--- src/rtl/mse_pkg.sv ---
`timescale 1ns / 1ps

package mse_pkg;

   // data memory geometry
   localparam int DATA_DEPTH = 1024;
   localparam int DADDR_W    = (DATA_DEPTH > 1) ? $clog2(DATA_DEPTH) : 1;
   // index range check is done one bit wider than the 16-bit immediate
   localparam int LIMIT_W    = 17;

   // decoded request queue
   localparam int Q_DEPTH = 2;
   localparam int Q_AW    = $clog2(Q_DEPTH);

   // instruction encoding
   localparam logic [31:0] SYSCALL_WORD = 32'h0000000C;
   localparam logic [5:0]  OP_RTYPE     = 6'd0;
   localparam logic [5:0]  OP_ADDIU     = 6'd9;
   localparam logic [5:0]  OP_LW        = 6'd35;
   localparam logic [5:0]  OP_SW        = 6'd43;
   localparam logic [5:0]  FN_ADDU      = 6'd33;
   localparam logic [5:0]  FN_SLT       = 6'd42;
   localparam logic [31:0] V0_HALT      = 32'd10;
   localparam logic [31:0] V0_READ      = 32'd5;
   localparam logic [4:0]  REG_ZERO     = 5'd0;
   localparam logic [4:0]  REG_V0       = 5'd2;
   localparam logic [4:0]  REG_GP       = 5'd28;

   // configuration register indexes
   localparam logic CSR_GP_INIT    = 1'b0;
   localparam logic CSR_DATA_WORDS = 1'b1;
   localparam logic [10:0] DATA_WORDS_RST = 11'd1024;

   // operation class picked by the front end
   typedef enum logic [2:0] {
      K_NOP,
      K_ADDU,
      K_SLT,
      K_ADDIU,
      K_LW,
      K_SW,
      K_SYS,
      K_BAD
   } kind_type;

   // decoded request handed from front to back
   typedef struct packed {
      kind_type    kind;
      logic [4:0]  ra;      // first read port (rs, or v0 for syscall)
      logic [4:0]  rb;      // second read port (rt)
      logic [4:0]  dst;     // destination register
      logic [15:0] imm;
      logic        mem_ok;  // memory in use is not empty
      logic [31:0] rd_val;
   } op_type;

   // request payload, instruction in the low bits
   typedef struct packed {
      logic [31:0] read_value;
      logic [31:0] instruction;
   } req_type;

   // response payload, reg_written in bit 0
   typedef struct packed {
      logic        bad_index;
      logic        halted;
      logic [31:0] print_value;
      logic        print_valid;
      logic        mem_written;
      logic [31:0] reg_value;
      logic [4:0]  reg_index;
      logic        reg_written;
   } rsp_type;

   localparam int REQ_W    = $bits(req_type);
   localparam int RSP_BITS = $bits(rsp_type);
   localparam int RSP_W    = ((RSP_BITS + 7) / 8) * 8;

endpackage

--- src/rtl/mse_front.sv ---
`timescale 1ns / 1ps

module mse_front (
   input  logic                 clock,
   input  logic                 reset,
   input  logic                 req_tvalid,
   output logic                 req_tready,
   input  mse_pkg::req_type     req_data,
   input  logic [10:0]          data_words,
   input  logic                 hold_off,
   output logic                 head_vld,
   output mse_pkg::op_type      head,
   input  logic                 pop
);
   import mse_pkg::*;

   logic [5:0]         opc;
   logic [5:0]         fn;
   logic [15:0]        imm;
   logic [LIMIT_W-1:0] dw_ext;
   logic [LIMIT_W-1:0] limit;
   logic               idx_bad;
   op_type             dec;
   logic               push;

   op_type             q_ff [Q_DEPTH];
   logic [Q_AW-1:0]    wr_ptr_ff, wr_ptr_in;
   logic [Q_AW-1:0]    rd_ptr_ff, rd_ptr_in;
   logic [Q_AW:0]      cnt_ff, cnt_in;

   // memory in use, capped at the physical depth
   always_comb begin
      dw_ext  = LIMIT_W'(data_words);
      limit   = (dw_ext > LIMIT_W'(DATA_DEPTH)) ? LIMIT_W'(DATA_DEPTH) : dw_ext;
      idx_bad = LIMIT_W'(imm) >= limit;
   end

   assign opc = req_data.instruction[31:26];
   assign fn  = req_data.instruction[5:0];
   assign imm = req_data.instruction[15:0];

   // classify the instruction
   always_comb begin
      dec.ra     = req_data.instruction[25:21];
      dec.rb     = req_data.instruction[20:16];
      dec.dst    = req_data.instruction[20:16];
      dec.imm    = imm;
      dec.mem_ok = limit != '0;
      dec.rd_val = req_data.read_value;
      dec.kind   = K_NOP;
      priority if (req_data.instruction == SYSCALL_WORD) begin
         dec.kind = K_SYS;
         dec.ra   = REG_V0;
      end else if (opc == OP_RTYPE) begin
         dec.dst = req_data.instruction[15:11];
         if (fn == FN_ADDU) begin
            dec.kind = K_ADDU;
         end else if (fn == FN_SLT) begin
            dec.kind = K_SLT;
         end
      end else if (opc == OP_ADDIU) begin
         dec.kind = K_ADDIU;
      end else if (opc == OP_LW || opc == OP_SW) begin
         if (idx_bad) begin
            dec.kind = K_BAD;
         end else begin
            dec.kind = (opc == OP_LW) ? K_LW : K_SW;
         end
      end
   end

   // request queue towards the back end
   assign req_tready = (cnt_ff != (Q_AW+1)'(Q_DEPTH)) && !hold_off;
   assign push       = req_tvalid && req_tready;
   assign head_vld   = cnt_ff != '0;
   assign head       = q_ff[rd_ptr_ff];

   always_comb begin
      wr_ptr_in = push ? wr_ptr_ff + 1'b1 : wr_ptr_ff;
      rd_ptr_in = pop  ? rd_ptr_ff + 1'b1 : rd_ptr_ff;
      cnt_in    = cnt_ff + (Q_AW+1)'(push) - (Q_AW+1)'(pop);
   end

   always_ff @(posedge clock) begin
      if (reset) begin
         wr_ptr_ff <= '0;
         rd_ptr_ff <= '0;
         cnt_ff    <= '0;
      end else begin
         wr_ptr_ff <= wr_ptr_in;
         rd_ptr_ff <= rd_ptr_in;
         cnt_ff    <= cnt_in;
      end
   end

   always_ff @(posedge clock) begin
      if (push) begin
         q_ff[wr_ptr_ff] <= dec;
      end
   end

endmodule

--- config.mk ---
export PLATFORM = sky130hd
export DESIGN_NAME = mse_front
export DESIGN_NICKNAME = d
export VERILOG_FILES = /design/src/rtl/mse_pkg.sv /design/src/rtl/mse_front.sv
export SDC_FILE = /design/constraint.sdc
export NUM_CORES = 1
export LEC_CHECK = 0
export BUFFER_PORTS_ARGS = -buffer_cell sky130_fd_sc_hd__buf_2
export CAP_MARGIN = 20
export CORE_MARGIN = 2
export CORE_UTILIZATION = 35
export CTS_BUF_LIST = sky130_fd_sc_hd__clkbuf_8
export DETAILED_ROUTE_END_ITERATION = 10
export GPL_TIMING_DRIVEN = 0
export PLACE_DENSITY = 0.63
export SYNTH_ARGS = -nofsm -noshare
export SYNTH_HDL_FRONTEND = slang
export SYNTH_SLANG_ARGS = --single-unit
--- constraint.sdc ---
create_clock -name clock -period 8.5 [get_ports clock]
set_input_delay 2.55 -clock clock [delete_from_list [all_inputs] [get_ports clock]]
set_output_delay 2.55 -clock clock [all_outputs]
set_load 0.03 [all_outputs]
# ---- Yosys cells after proc, flatten, opt, wreduce, memory -nomap -nowiden
# Memories as Yosys holds them, arrays and structs flattened. A register that Yosys moved wholly into a read port is not among the register bits.
# Cells that the tools add are included.
dict set report totals {
  mem_bits_rw 134
  output_inout_bits 69
  memories 1
  ff_bits 4
}
# memory words word_bits rd rd_clocked_by_memory_dff wr line
set mem_list {}
lappend mem_list {q_ff 2 67 1 1 1 mse_front.sv:26} ;# op_type q_ff [Q_DEPTH];
dict set report op_classes {
  order_cmp 2
  n_eq_ne 7
  n_mux 16
  add_sub_neg 4
  reduce_logical 7
}
# cell n
set op_table {}
lappend op_table {{== test 32 x 4 -> 1 bit, second input constant} 1}
lappend op_table {{== test 6 bit, second input constant} 4}
lappend op_table {{nonzero test 17 bit} 1}
lappend op_table {{greater-or-equal comparator 16 x 11 -> 1 bit} 1}
lappend op_table {{two-way mux 5 bit} 3}
lappend op_table {{two-way mux 3 bit} 4}
lappend op_table {{> comparator 11 bit, second input constant} 1}
lappend op_table {{two-way mux 11 bit} 1}
lappend op_table {{== test 6 x 4 -> 1 bit, second input constant} 1}
lappend op_table {{logical NOT 6 bit} 1}
lappend op_table {{two-way mux 2 bit} 3}
lappend op_table {{two-way mux 1 bit} 5}
lappend op_table {{adder 1 bit, second input constant} 2}
lappend op_table {{adder 2 x 1 -> 2 bit} 1}
lappend op_table {{logical AND 1 bit} 2}
lappend op_table {{!= test 2 bit, second input constant} 1}
lappend op_table {{nonzero test 2 bit} 1}
lappend op_table {{subtractor 2 x 1 -> 2 bit} 1}
lappend op_table {{logical NOT 1 bit} 1}
lappend op_table {{logical OR 1 bit} 1}

# ---- Logic depth before layout (Yosys ltp)
# Gate-level depths: netlist of the first run.
dict set report logic_depth {
  depth_word 8
  depth_mapped 9
}

# ---- Least setup slack after synthesis of the first run
# Ideal clock, no wire load.
dict set report synth_timing {
  kind {input to register}
  from {in hold_off}
  to {mem q_ff[0][0] in the netlist's numbering (enable)}
  t_required_ns 8.007
  setup_slack_ns 1.865
  path_stages 3
  t_arrival_ns 6.142
  setup_time_ns 0.493
  cell_sequence {a21oi_1 -> nand2_1 -> nor2_1}
}
dict set report synth_between {
  elab_chain_len 5
}
# element line
set synth_rtl {}
lappend synth_rtl {{from (decl)} mse_front.sv:10} ;# input logic hold_off,
lappend synth_rtl {{logical NOT 1 bit} mse_front.sv:73} ;# assign req_tready = (cnt_ff != (Q_AW+1)'(Q_DEPTH)) && !hold_off;
lappend synth_rtl {{logical AND 1 bit} mse_front.sv:73}
lappend synth_rtl {{logical AND 1 bit} mse_front.sv:74} ;# assign push = req_tvalid && req_tready;
lappend synth_rtl {{two-way mux 1 bit} mse_front.sv:97} ;# if (push) begin
lappend synth_rtl {{two-way mux 1 bit (not written as such)} mse_front.sv:98} ;# q_ff[wr_ptr_ff] <= dec;
lappend synth_rtl {{to (decl)} mse_front.sv:26}
# No other way between the ends.

# ---- Worst setup path in the final report of the first run
dict set report layout_timing {
  from {in hold_off}
  to {out req_tready}
}
dict set report layout_between {
  elab_chain_len 2
}
# element line
set layout_rtl {}
lappend layout_rtl {{logical NOT 1 bit} mse_front.sv:73}
lappend layout_rtl {{logical AND 1 bit} mse_front.sv:73}
lappend layout_rtl {{to (decl)} mse_front.sv:7} ;# output logic req_tready,
# No other way between the ends.

==> results of run 1 <==
## cells by family after synthesis
| group | after synthesis |
|---|---|
| AND/OR/NAND/NOR | 61 |
| flip-flops | 139 |
| adder cells (fa/ha/maj) | 13 |
| buffers and inverters | 17 |
| XOR/XNOR | 4 |
| multiplexers | 72 |
| AO/OA/AOI/OAI | 15 |
## synthesized netlist by cell type (4+ instances only)
library cell  count
buf_2             4
dfxtp_1           5
nor2_1           11
nor4_1            5
ha_1             13
clkbuf_1          6
mux2_2           72
nand2_1          19
nor3_1            6
inv_1             5
a21oi_1           6
edfxtp_1        134
## flip-flops by register name, indices dropped and copies added, names as in the netlist, named ones only
register,flops
rd_ptr_ff,1
wr_ptr_ff,1
q_ff,134
cnt_ff,2
## worst max-delay path, delay by kind of cell
kind	cells	cell delay, ps
compound gates	1	210
buf+inv	2	350
## where the power goes
part	internal [W]	switching, W
sequential	0.000797	0.0000102
combinational	0.0000972	0.000170
clock	0.000254	0.000246
## layer usage
layer	part of all wire [%]	track usage, %	up-vias	routed length, um
li1	-	-	1583	-
met1	41	16.1	1603	4760
met2	51	24.8	110	5950
met3	6.2	4.28	20	721
met4	2.2	6.51	0	259
met5	0	0	-	0
## per-stage QoR
stage                     setup slack (ps)  total power (W)  instances  util, %  cell area, sq um
after floorplan                       1870         0.000999        321        -              5630
after global placement                 480          0.00108        685     42.0              6650
after detailed placement              2840          0.00109        688     42.5              6730
after CTS                             2830          0.00160        720     44.8              7090
after global routing                  2760          0.00165        720     44.8              7090
final                                 2840          0.00157        720     44.8              7090
## how the worst min path moves through the flow
stage | startpoint | to | slack, ps | depth (start not counted)
after global placement | rd_ptr_ff | rd_ptr_ff | 500 | 2
after global routing | rd_ptr_ff | rd_ptr_ff | 590 | 2
after CTS | rd_ptr_ff | register | 540 | 2
after detailed placement | rd_ptr_ff | register | 520 | 2
final | rd_ptr_ff | register | 540 | 2
after floorplan | rd_ptr_ff | register | 480 | 2
## final cells by class
type | instances | area, sq um
inverters | 5 | 18.8
fillers | 1444 | 8740
well taps | 216 | 270
repair buffers | 151 | 808
clock inverters | 15 | 133
flip-flops and latches | 139 | 4120
multi-input cells | 165 | 1450
clock buffers | 17 | 234
plain buffers | 12 | 50.0
==> summary.md, run 1 <==
| Metric | Value |
|---|---|
| Status | finished clean |
| Tmin final | approximately 5700 ps |
| Compound-Gate Fraction of Synth Area | approximately 1.7% |
| Crit-path cells | buf_2 > a21oi_1 > buf_2 |
| Largest family of logic cells by synthesized area | multiplexers |
| Fin Setup TNS | 0 ps |
| Slew HR | 55.3% |
| R2r setup slk | approximately 6500 ps |
| Main synth FF type | edfxtp_1 |
| Via count | between 3000 and 4000 |
| CTS root buf | clkbuf_8 |
| Yosys reg bits | 139 |
| DRC viols | 0 |
| Share of cells above drive strength 1 | between 50% and 60% |
| Xor/xnor share of the synthesized area | less than 1% |
| Max-cap violations | 0 |
| Core Region | 15800 sq um |
| Final Setup Violations | 0 |
| Antenna violation net count after detailed routing | 0 |
| CP Max Fanout | 3 |
| FMAX | 177 MHz |
| Layout area overhead | 25.9% |
| RR Startpoint | cnt_ff[0] |
| Vias in the first global route | 3533 |
| Worst hold-check path type | register to register |
| Number of core rows | 46 |
| Worst r2r path cells | 5 |
| Syn_area_per_cell | 17.6 sq um |
| Final Skew | about 7.6 ps |
| # port buffers | ~150 |
| Ys async rst share | 0% |
| Syn Inst Count | about 320 |
| CTS tree | done |
| Synth top area share | 71.4% |
| Final Hold Fails | 0 |
| Clock Pin Slew Worst Setup and Hold Paths | roughly 70 ps |
| Highest-delay cell along the critical path | buf_2 |
| CP Launch Type | input port |
| DRT Wirelength | between 10 and 15 mm |
| I/O pin cnt | between 100 and 150 |
| Worst path most repeated cell | buf_2 |
| Critical Path RT | 5950 ps |
| Commonest non-fill, non-tap cell in the layout | buf_2 |
| HPWL Detailed | approximately 8.4 mm |
| Initial antenna violation count | 0 |
| H-tree Lvls | 4 |
| Crit path launch | hold_off |
| Initial core utilization | a little over a third |
| Avg WL per Cell | 16.2 um |
| GR Overflow Total | 0 |
| Die span in y | around 130 um |
| Clk Latency, worst-skew pair | 430 ps |
| Post-CTS sizing | 0 |
| Synth top area cells | edfxtp_1 (71%), mux2_2 (14%), ha_1 (2.9%), dfxtp_1 (1.8%), nand2_1 (1.3%) |
| Maximum vdd ir drop | 0.0000808 V |
| Sink Count | roughly 140 |
| Synth Area in Adders | around 2.9% |
| DR pass1 iterations | 4 |
| Die width | ~130 um |
| Largest area contributor in the netlist | edfxtp_1 |
| Worst slew pin tran | roughly 670 ps |
| CP endpoint | req_tready |
| CTS Buffer Depth | 2 |
| Register area share after synthesis | approximately three quarters |
| Crit share post-route | between 60% and 70% |
| Die area | around 17000 sq um |
| Hold_ws | 537 ps |
| PD cells | 222 nW/um^2 |
| CTS Hold Bufs | 0 |
| Initial drt markers | 190 |
| Critical Path AT | approximately 3100 ps |
| Post-CTS Setup Inserts | 0 |
| Slowest stage delay, CP | between 200 and 300 ps |
| Most frequent cells in the layout | buf_2 (152), edfxtp_1 (134), mux2_2 (72) |
| Mux cell area share after synthesis | 14.4% |
| Syn nets | slightly above 400 |
| Routability cong. | between 0.7 and 0.8 |
| Simple-gate area share of the yosys netlist | 6.02% |
| Global-route wire length before repair | around 18 mm |
| Number of different library cells in the post-synthesis netlist | 33 |
| Reg2reg end | q_ff[0][34] |
| Post-Syn Area | ~5600 sq um |
| Post-synth EDFFs | between 100 and 150 |
| Diodes inserted | 0 |
| Vias per cell | ~4.6 |
| Largest net degree at the start of global routing | 40 |
| CTS Buf Count | 17 |
| Synth warn | 0 |
| Lkg Pwr | roughly 2.7 nW |
| Crit end category | output pin |
| Gr usage total | about 14% |
| Unrepaired setup endpoints after global routing | false |
| Max-slew violation count | 0 |
| Nets@finish | 584 |
| WS Path Type | input port to output pin |
(Power assumes the default switching activity.)
==> run 2: changes to the inputs <==
--- a/config.mk
+++ b/config.mk
@@ -12,7 +12,7 @@
 export CTS_BUF_LIST = sky130_fd_sc_hd__clkbuf_8
 export DETAILED_ROUTE_END_ITERATION = 10
 export GPL_TIMING_DRIVEN = 0
-export PLACE_DENSITY = 0.63
+export PLACE_DENSITY = 0.65
 export SYNTH_ARGS = -nofsm -noshare
 export SYNTH_HDL_FRONTEND = slang
 export SYNTH_SLANG_ARGS = --single-unit
==> constraint.sdc (replaced) <==
create_clock -name clock -period 4.96 [get_ports clock]
set_input_delay 1.488 -clock clock [delete_from_list [all_inputs] [get_ports clock]]
set_output_delay 1.488 -clock clock [all_outputs]
set_load 0.03 [all_outputs]
==> run 2 against run 1 <==
  * Non-clock buffer count did not move
  * Clock power increased by 80%
  * First-iteration DRC count is 13% lower
  * Routed wire length shrank 0.38%
  * Critical path type unchanged
  * Largest power group unchanged
==> summary.md, run 2 (synthesis gave the netlist of run 1 again) <==
| Metric | Value |
|---|---|
| Status | finished clean |
| Routability cong. | 0.759 (-3.3%) |
| DRT Wirelength | 11.6 mm (-0.38%) |
| Critical Path RT | 3470 ps (-2480 ps) |
| Die area | 17100 sq um (unchanged) |
| Worst r2r path cells | 4 (-1) |
| M2 GR Usage | 24.8% (-0.031 points) |
| Comb pwr share | 16.6% (-0.4 points) |
| Die width | 131 um (unchanged) |
| I/O pin cnt | 149 (unchanged) |
| Unrepaired setup endpoints after global routing | false |
| Nets@finish | 584 (unchanged) |
| Hold Path Depth | 2 (unchanged) |
| CP Max Fanout | 3 (unchanged) |
| Antenna violation net count after detailed routing | 0 (unchanged) |
| Worst path most repeated cell | buf_2 |
| Layout area overhead | 26.2% |
| RR Startpoint | cnt_ff[0] |
| Commonest non-fill, non-tap cell in the layout | buf_2 |
| Sink Count | 139 (unchanged) |
| Hold Path Origin | rd_ptr_ff |
| Clock power share | 32.9% (+1.1 points) |
| Post-DP Area | 6720 sq um (-0.11%) |
| CTS root buf | clkbuf_8 |
| Avg WL per Cell | 16.2 um (-0.38%) |
| Filler cell count | 1451 (+0.48%) |
| Global-route wire length before repair | 17.4 mm (-2.9%) |
| Fin Setup TNS | 0 ps (unchanged) |
| Crit share post-route | 71.5% |
| Post-route cell area | 7110 sq um (+0.23%) |
| DR pass1 iterations | 4 (unchanged) |
| Initial drt markers | 166 (-13%) |
| Share of cells above drive strength 1 | 51.8% (-0.40 points) |
| Met3 GRT Util | 4.07% (-0.20 points) |
| Vias in the first global route | 3548 (+0.42%) |
| R2r setup slk | 3170 ps (-3370 ps) |
| Largest register FFs | 134 (unchanged) |
| GRT Max-Usage Layer | met2 |
| Post-CTS sizing | 0 (unchanged) |
| Pre-CTS setup slack | 1390 ps (-1450 ps) |
| DRC viols | 0 (unchanged) |
| Regs by FF count | q_ff (134), cnt_ff (2) |
| Max-cap violations | 0 (unchanged) |
| CTS tree | done |
| Via count | 3344 (+0.84%) |
| Highest-delay cell along the critical path | buf_2 |
| Core Region | 15800 sq um (unchanged) |
| Largest net degree at the start of global routing | 39 (-2.5%) |
| Final Skew | 7.17 ps (-0.443 ps) |
| Most frequent cells in the layout | buf_2 (152), edfxtp_1 (134), mux2_2 (72) |
| Met1 GRT Util | 14.9% (-1.2 points) |
| Tmin final | 3550 ps |
| Slew HR | 61.5% (+6.2 points) |
| Clock Pin Slew Worst Setup and Hold Paths | 70 ps (about the same) |
| Reg area | 4120 sq um (unchanged) |
| WS Path Type | input port to output pin |
| CTS Buffer Depth | 2 (unchanged) |
| CTS Hold Bufs | 0 (unchanged) |
| H-tree Lvls | 4 (unchanged) |
| Slowest stage delay, CP | 250 ps (about the same) |
| CP Launch Type | input port |
| Slack of the critical path | 1410 ps (-1420 ps) |
| Worst hold-check path type | register to register |
| Max-slew violation count | 0 (unchanged) |
| Critical Path AT | 2060 ps (-1050 ps) |
| Psw | 0.000721 W (+69%) |
| Die span in y | 131 um (unchanged) |
| GR Overflow Total | 0 (unchanged) |
| Biggest register | q_ff |
| # port buffers | 148 (unchanged) |
| Reg2reg end | q_ff[1][43] |
| HPWL Detailed | 8.24 mm (-2.1%) |
| Worst slew pin tran | 578 ps (-91.2 ps) |
| Number of core rows | 46 (unchanged) |
| Gr usage total | 13.7% (-0.54 points) |
| Vias per cell | 4.64 (+0.84%) |
| Initial antenna violation count | 0 (unchanged) |
| Final Setup Violations | 0 (unchanged) |
| Switch share | 26.3% (-0.75 points) |
| Crit-path cells | buf_2 > a21oi_1 > buf_2 |
| Lkg Pwr | 2.65 nW (-0.21%) |
| Initial core utilization | 35.6% (unchanged) |
| Post-CTS Setup Inserts | 0 (unchanged) |
| CTS Buf Count | 17 (unchanged) |
| PD cells | 385 nW/um^2 (+73%) |
| Sequential Power Share | 50.5% (-0.7 points) |
| FMAX | about 280 MHz |
| Int Pwr | 0.00202 W (+76%) |
| Final Hold Fails | 0 (unchanged) |
| Crit end category | output pin |
| Multi-input logic area | 1450 sq um (unchanged) |
| Maximum vdd ir drop | 0.000179 V (+120%) |
| Clk Latency, worst-skew pair | 420 ps (about the same) |
| Diodes inserted | 0 (unchanged) |
[run 2: how the worst max path moves through the flow]
stage | start | to | cells past startpoint
2_1_floorplan | hold_off | q_ff[0][0] | 3
3_3_place_gp | hold_off | q_ff[0][39] | 4
3_5_place_dp | data_words[10] | q_ff[1][65] | 10
6_report | hold_off | req_tready | 3
5_1_grt | register | head[37] | 4
4_1_cts | register | head[47] | 4
[run 2: through the flow]
| stage | std cells | utilization [%] | power (W) | hold slack (ps) |
|---|---|---|---|---|
| detailed placement | 688 | 42.4 | 0.00187 | 518 |
| global route | 720 | 44.9 | 0.00285 | 575 |
| floorplan | 321 | - | 0.00171 | 480 |
| global placement | 685 | 42.0 | 0.00185 | 499 |
| finish | 720 | 44.9 | 0.00274 | 528 |
| CTS | 720 | 44.9 | 0.00278 | 537 |
[run 2: layout make-up]
cell class | count | area share, %
timing repair buffer | 151 | 11.3
multi-input combinational | 165 | 20.5
buffer | 12 | 0.704
sequential | 139 | 58.0
inverter | 5 | 0.264
clock buffer | 17 | 3.29
clock inverter | 15 | 2.20
tap | 216 | 3.80
[run 2: critical path: cells and delay by family]
family,cells,cell delay (ps)
AO/OA/AOI/OAI,1,220
buffers and inverters,2,350
[run 2: metal layers]
metal  vias to the layer above  wire length [um]
li1                       1581                 -
met1                      1633              4730
met2                       115              5970
met3                        15               762
met4                         0               184
met5                         -                 0
[run 2: power by group through the flow]
stage	Clock [W]	Sequential (W)	Combinational (W)
finish	0.000900	0.00138	0.000454
global route	0.000970	0.00139	0.000492
CTS	0.000933	0.00138	0.000463
detailed placement	0	0.00141	0.000460
floorplan	0	0.00141	0.000302
global placement	0	0.00141	0.000440
==> run 3: changes to the inputs <==
--- a/config.mk
+++ b/config.mk
@@ -5,6 +5,7 @@
 export SDC_FILE = /design/constraint.sdc
 export NUM_CORES = 1
 export LEC_CHECK = 0
+export ABC_AREA = 1
 export BUFFER_PORTS_ARGS = -buffer_cell sky130_fd_sc_hd__buf_2
 export CAP_MARGIN = 20
 export CORE_MARGIN = 2
@@ -12,7 +13,7 @@
 export CTS_BUF_LIST = sky130_fd_sc_hd__clkbuf_8
 export DETAILED_ROUTE_END_ITERATION = 10
 export GPL_TIMING_DRIVEN = 0
-export PLACE_DENSITY = 0.65
+export PLACE_DENSITY = 0.63
 export SYNTH_ARGS = -nofsm -noshare
 export SYNTH_HDL_FRONTEND = slang
 export SYNTH_SLANG_ARGS = --single-unit
==> constraint.sdc (replaced) <==
create_clock -name clock -period 3.6 [get_ports clock]
set_input_delay 1.08 -clock clock [delete_from_list [all_inputs] [get_ports clock]]
set_output_delay 1.08 -clock clock [all_outputs]
set_load 0.03 [all_outputs]
==> run 3 against run 2 <==
  * Die area is 2.0% higher
  * Design area up 1.6%
  * Register-to-register slack worse by 1500 ps
  * Sequential power is 36% higher
  * Sequential share of layout area shrank 0.89 points
  * Routed wire length is 1.8% higher
  * Critical path depth rose by 1
==> summary.md, run 3 <==
| Metric | Value |
|---|---|
| Register area share after synthesis | 71.7% (-1.5 points) |
| CTS Hold Bufs | 0 (unchanged) |
| DRC viols | 0 (unchanged) |
| Vias in the first global route | 3585 (+1.0%) |
| CTS tree | done |
| Routability cong. | 0.763 (+0.62%) |
| Worst hold-check path type | register to register |
| Largest net degree at the start of global routing | 30 (-23%) |
| Layout area overhead | 25.6% |
| Diodes inserted | 0 (unchanged) |
| Share of cells above drive strength 1 | 46.6% (-5.2 points) |
| Critical Path RT | 2520 ps (-950 ps) |
| Lkg Pwr | 2.83 nW (+6.7%) |
| Final Setup Violations | 0 (unchanged) |
| Crit-path cells | buf_4 > buf_6 > mux2_2 > buf_2 |
| Regs by FF count | q_ff (134), cnt_ff (2) |
| Top cells by count, synth | edfxtp_1 (134), mux2_2 (67), nand2_1 (47) |
| Initial antenna violation count | 0 (unchanged) |
| Avg WL per Cell | 15.3 um (-5.1%) |
| Status | finished clean |
| Syn_area_per_cell | 15.4 sq um (-12%) |
| DR pass1 iterations | 4 (unchanged) |
| Crit share post-route | approximately four fifths |
| DRT Wirelength | 11.9 mm (+1.8%) |
| Number of different library cells in the post-synthesis netlist | 23 (-30%) |
| Slack of the critical path | 747 ps (-667 ps) |
| Initial drt markers | 142 (-14%) |
| I/O pin cnt | 149 (unchanged) |
| Synth top area share | 70.0% (-1.4 points) |
| Yosys reg bits | 139 (unchanged) |
| Global-route wire length before repair | 18.5 mm (+6.1%) |
| Slowest stage delay, CP | 380 ps (+130 ps) |
| Post-CTS Setup Inserts | 0 (unchanged) |
| Vias per cell | 4.49 (-3.3%) |
| Clock Pin Slew Worst Setup and Hold Paths | 70 ps (about the same) |
| Main synth FF type | edfxtp_1 |
| Post-CTS sizing | 0 (unchanged) |
| Via count | 3467 (+3.7%) |
| Post-route cell area | 7220 sq um (+1.6%) |
| # port buffers | 148 (unchanged) |
| Antenna violation net count after detailed routing | 0 (unchanged) |
| Fin Setup TNS | 0 ps (unchanged) |
| Critical Path AT | 1770 ps (-290 ps) |
| Crit end category | output pin |
| Post-DP Area | 6860 sq um (+2.0%) |
| HPWL Detailed | 8.60 mm (+4.4%) |
| WS Path Type | register to output pin |
| Die area | 17500 sq um (+2.0%) |
| Core Region | 15900 sq um (+0.73%) |
| Syn Inst Count | 374 (+17%) |
| Sink Count | 139 (unchanged) |
| CTS Buffer Depth | 2 (unchanged) |
| Largest area contributor in the netlist | edfxtp_1 |
| Syn nets | 467 (+13%) |
| Die width | 132 um (+0.99%) |
| Post-Syn Area | 5750 sq um (+2.0%) |
| Nets@finish | 638 (+9.2%) |
| FMAX | between 300 and 400 MHz |
| Final Skew | 7.28 ps (+0.108 ps) |
| Hold_ws | 524 ps (-3.93 ps) |
| Number of core rows | 46 (unchanged) |
| PnR Total Power | 0.00362 W (+32%) |
| Slew HR | 58.7% (-2.8 points) |
| Highest-delay cell along the critical path | dfxtp_1 |
| Pre-CTS setup slack | 453 ps (-936 ps) |
| Synth top area cells | edfxtp_1 (70%), mux2_2 (13%), nand2_1 (3.1%), ha_1 (2.8%), inv_1 (2.0%) |
| Max-slew violation count | 0 (unchanged) |
| PD cells | 501 nW/um^2 (+30%) |
| Most frequent cells in the layout | buf_2 (151), edfxtp_1 (134), mux2_2 (67) |
| Largest register FFs | 134 (unchanged) |
| Biggest register | q_ff |
| CP Max Fanout | 10 (+7) |
| Commonest non-fill, non-tap cell in the layout | buf_2 |
| Worst slew pin tran | 618 ps (+39.9 ps) |
| Count leader, synth | edfxtp_1 |
| Final Hold Fails | 0 (unchanged) |
| Max-cap violations | 0 (unchanged) |
| Initial core utilization | 36.1% (+0.47 points) |
| Clk Latency, worst-skew pair | 430 ps (about the same) |
| Maximum vdd ir drop | 0.000200 V (+12%) |
| Synth warn | 0 (unchanged) |
| Gr usage total | 13.9% (+0.16 points) |
| CTS root buf | clkbuf_8 |
| CTS Buf Count | 17 (unchanged) |
| Post-synth EDFFs | 134 (unchanged) |
| Tmin final | 2850 ps |
| Unrepaired setup endpoints after global routing | false |
| Ys async rst share | 0% (unchanged) |
| Die span in y | 132 um (+0.99%) |
| CP Launch Type | register |
| H-tree Lvls | 4 (unchanged) |
| GR Overflow Total | 0 (unchanged) |
==> run 3: cell count changes after synthesis, moves of 3 or more <==
cell / previous run / this run
mux2_2: 72 / 67
nor2_1: 11 / 25
nand2_1: 19 / 47
buf_6: 0 / 4
nor4_1: 5 / 2
nand3_1: 3 / 8
o21ai_0: 3 / 7
nor3b_1: 0 / 3
or2_1: 0 / 3
inv_1: 5 / 31
nor2b_1: 3 / 0
==> run 3: worst paths after layout <==
check | cells after the start | slack, ps | startpoint | end
min | 2 | 520 | rd_ptr_ff | register
max | 4 | 750 | register | head[54]
min reg2reg | 2 | 520 | rd_ptr_ff | register
max reg2reg | 5 | 1710 | cnt_ff[0] | q_ff[1][64]
==> run 3: cell families after synthesis <==
family / synth area share [%]
DFF: 71.7
and+or+nand+nor: 7.60
muxes: 13.1
buffers and inverters: 3.46
adders and majority gates: 2.83
AOI/OAI and AO/OA: 0.958
xor gates and xnor gates: 0.305
==> run 3: through the flow <==
| stage | util [%] | instances |
|---|---|---|
| floorplan | - | 374 |
| global placement | 42.4 | 738 |
| detailed placement | 43.0 | 742 |
| CTS | 45.3 | 772 |
| global route | 45.3 | 772 |
| finish | 45.3 | 772 |
==> run 3: cell type report <==
cell class | count | area [sq um]
clock buffers | 17 | 234
multi-input cells | 192 | 1440
inverters | 31 | 116
repair buffers | 152 | 821
well taps | 216 | 270
plain buffers | 12 | 82.6
clock inverters | 13 | 130
fillers | 1477 | 8720
flip-flops and latches | 139 | 4120
==> run 3: critical path: cells and delay by family, from the launching register on <==
family                 cells  cell delay [ps]
buffers and inverters      3              600
muxes                      1              360
DFF                        1              380
==> run 3: per-layer routing <==
| layer | share of wire [%] | up-vias | GRT usage, % |
|---|---|---|---|
| li1 | - | 1693 | - |
| met1 | 45 | 1639 | 17.3 |
| met2 | 48 | 124 | 22.8 |
| met3 | 6.3 | 11 | 4.65 |
| met4 | 0.78 | 0 | 4.41 |
| met5 | 0 | - | 0 |
==> run 3: where the power goes <==
part,switching (W),leakage [nW],internal [W],total [W]
logic,0.000367,1.39,0.000212,0.000579
registers,0.0000174,1.27,0.00186,0.00187
clock network,0.000566,0.174,0.000599,0.00117
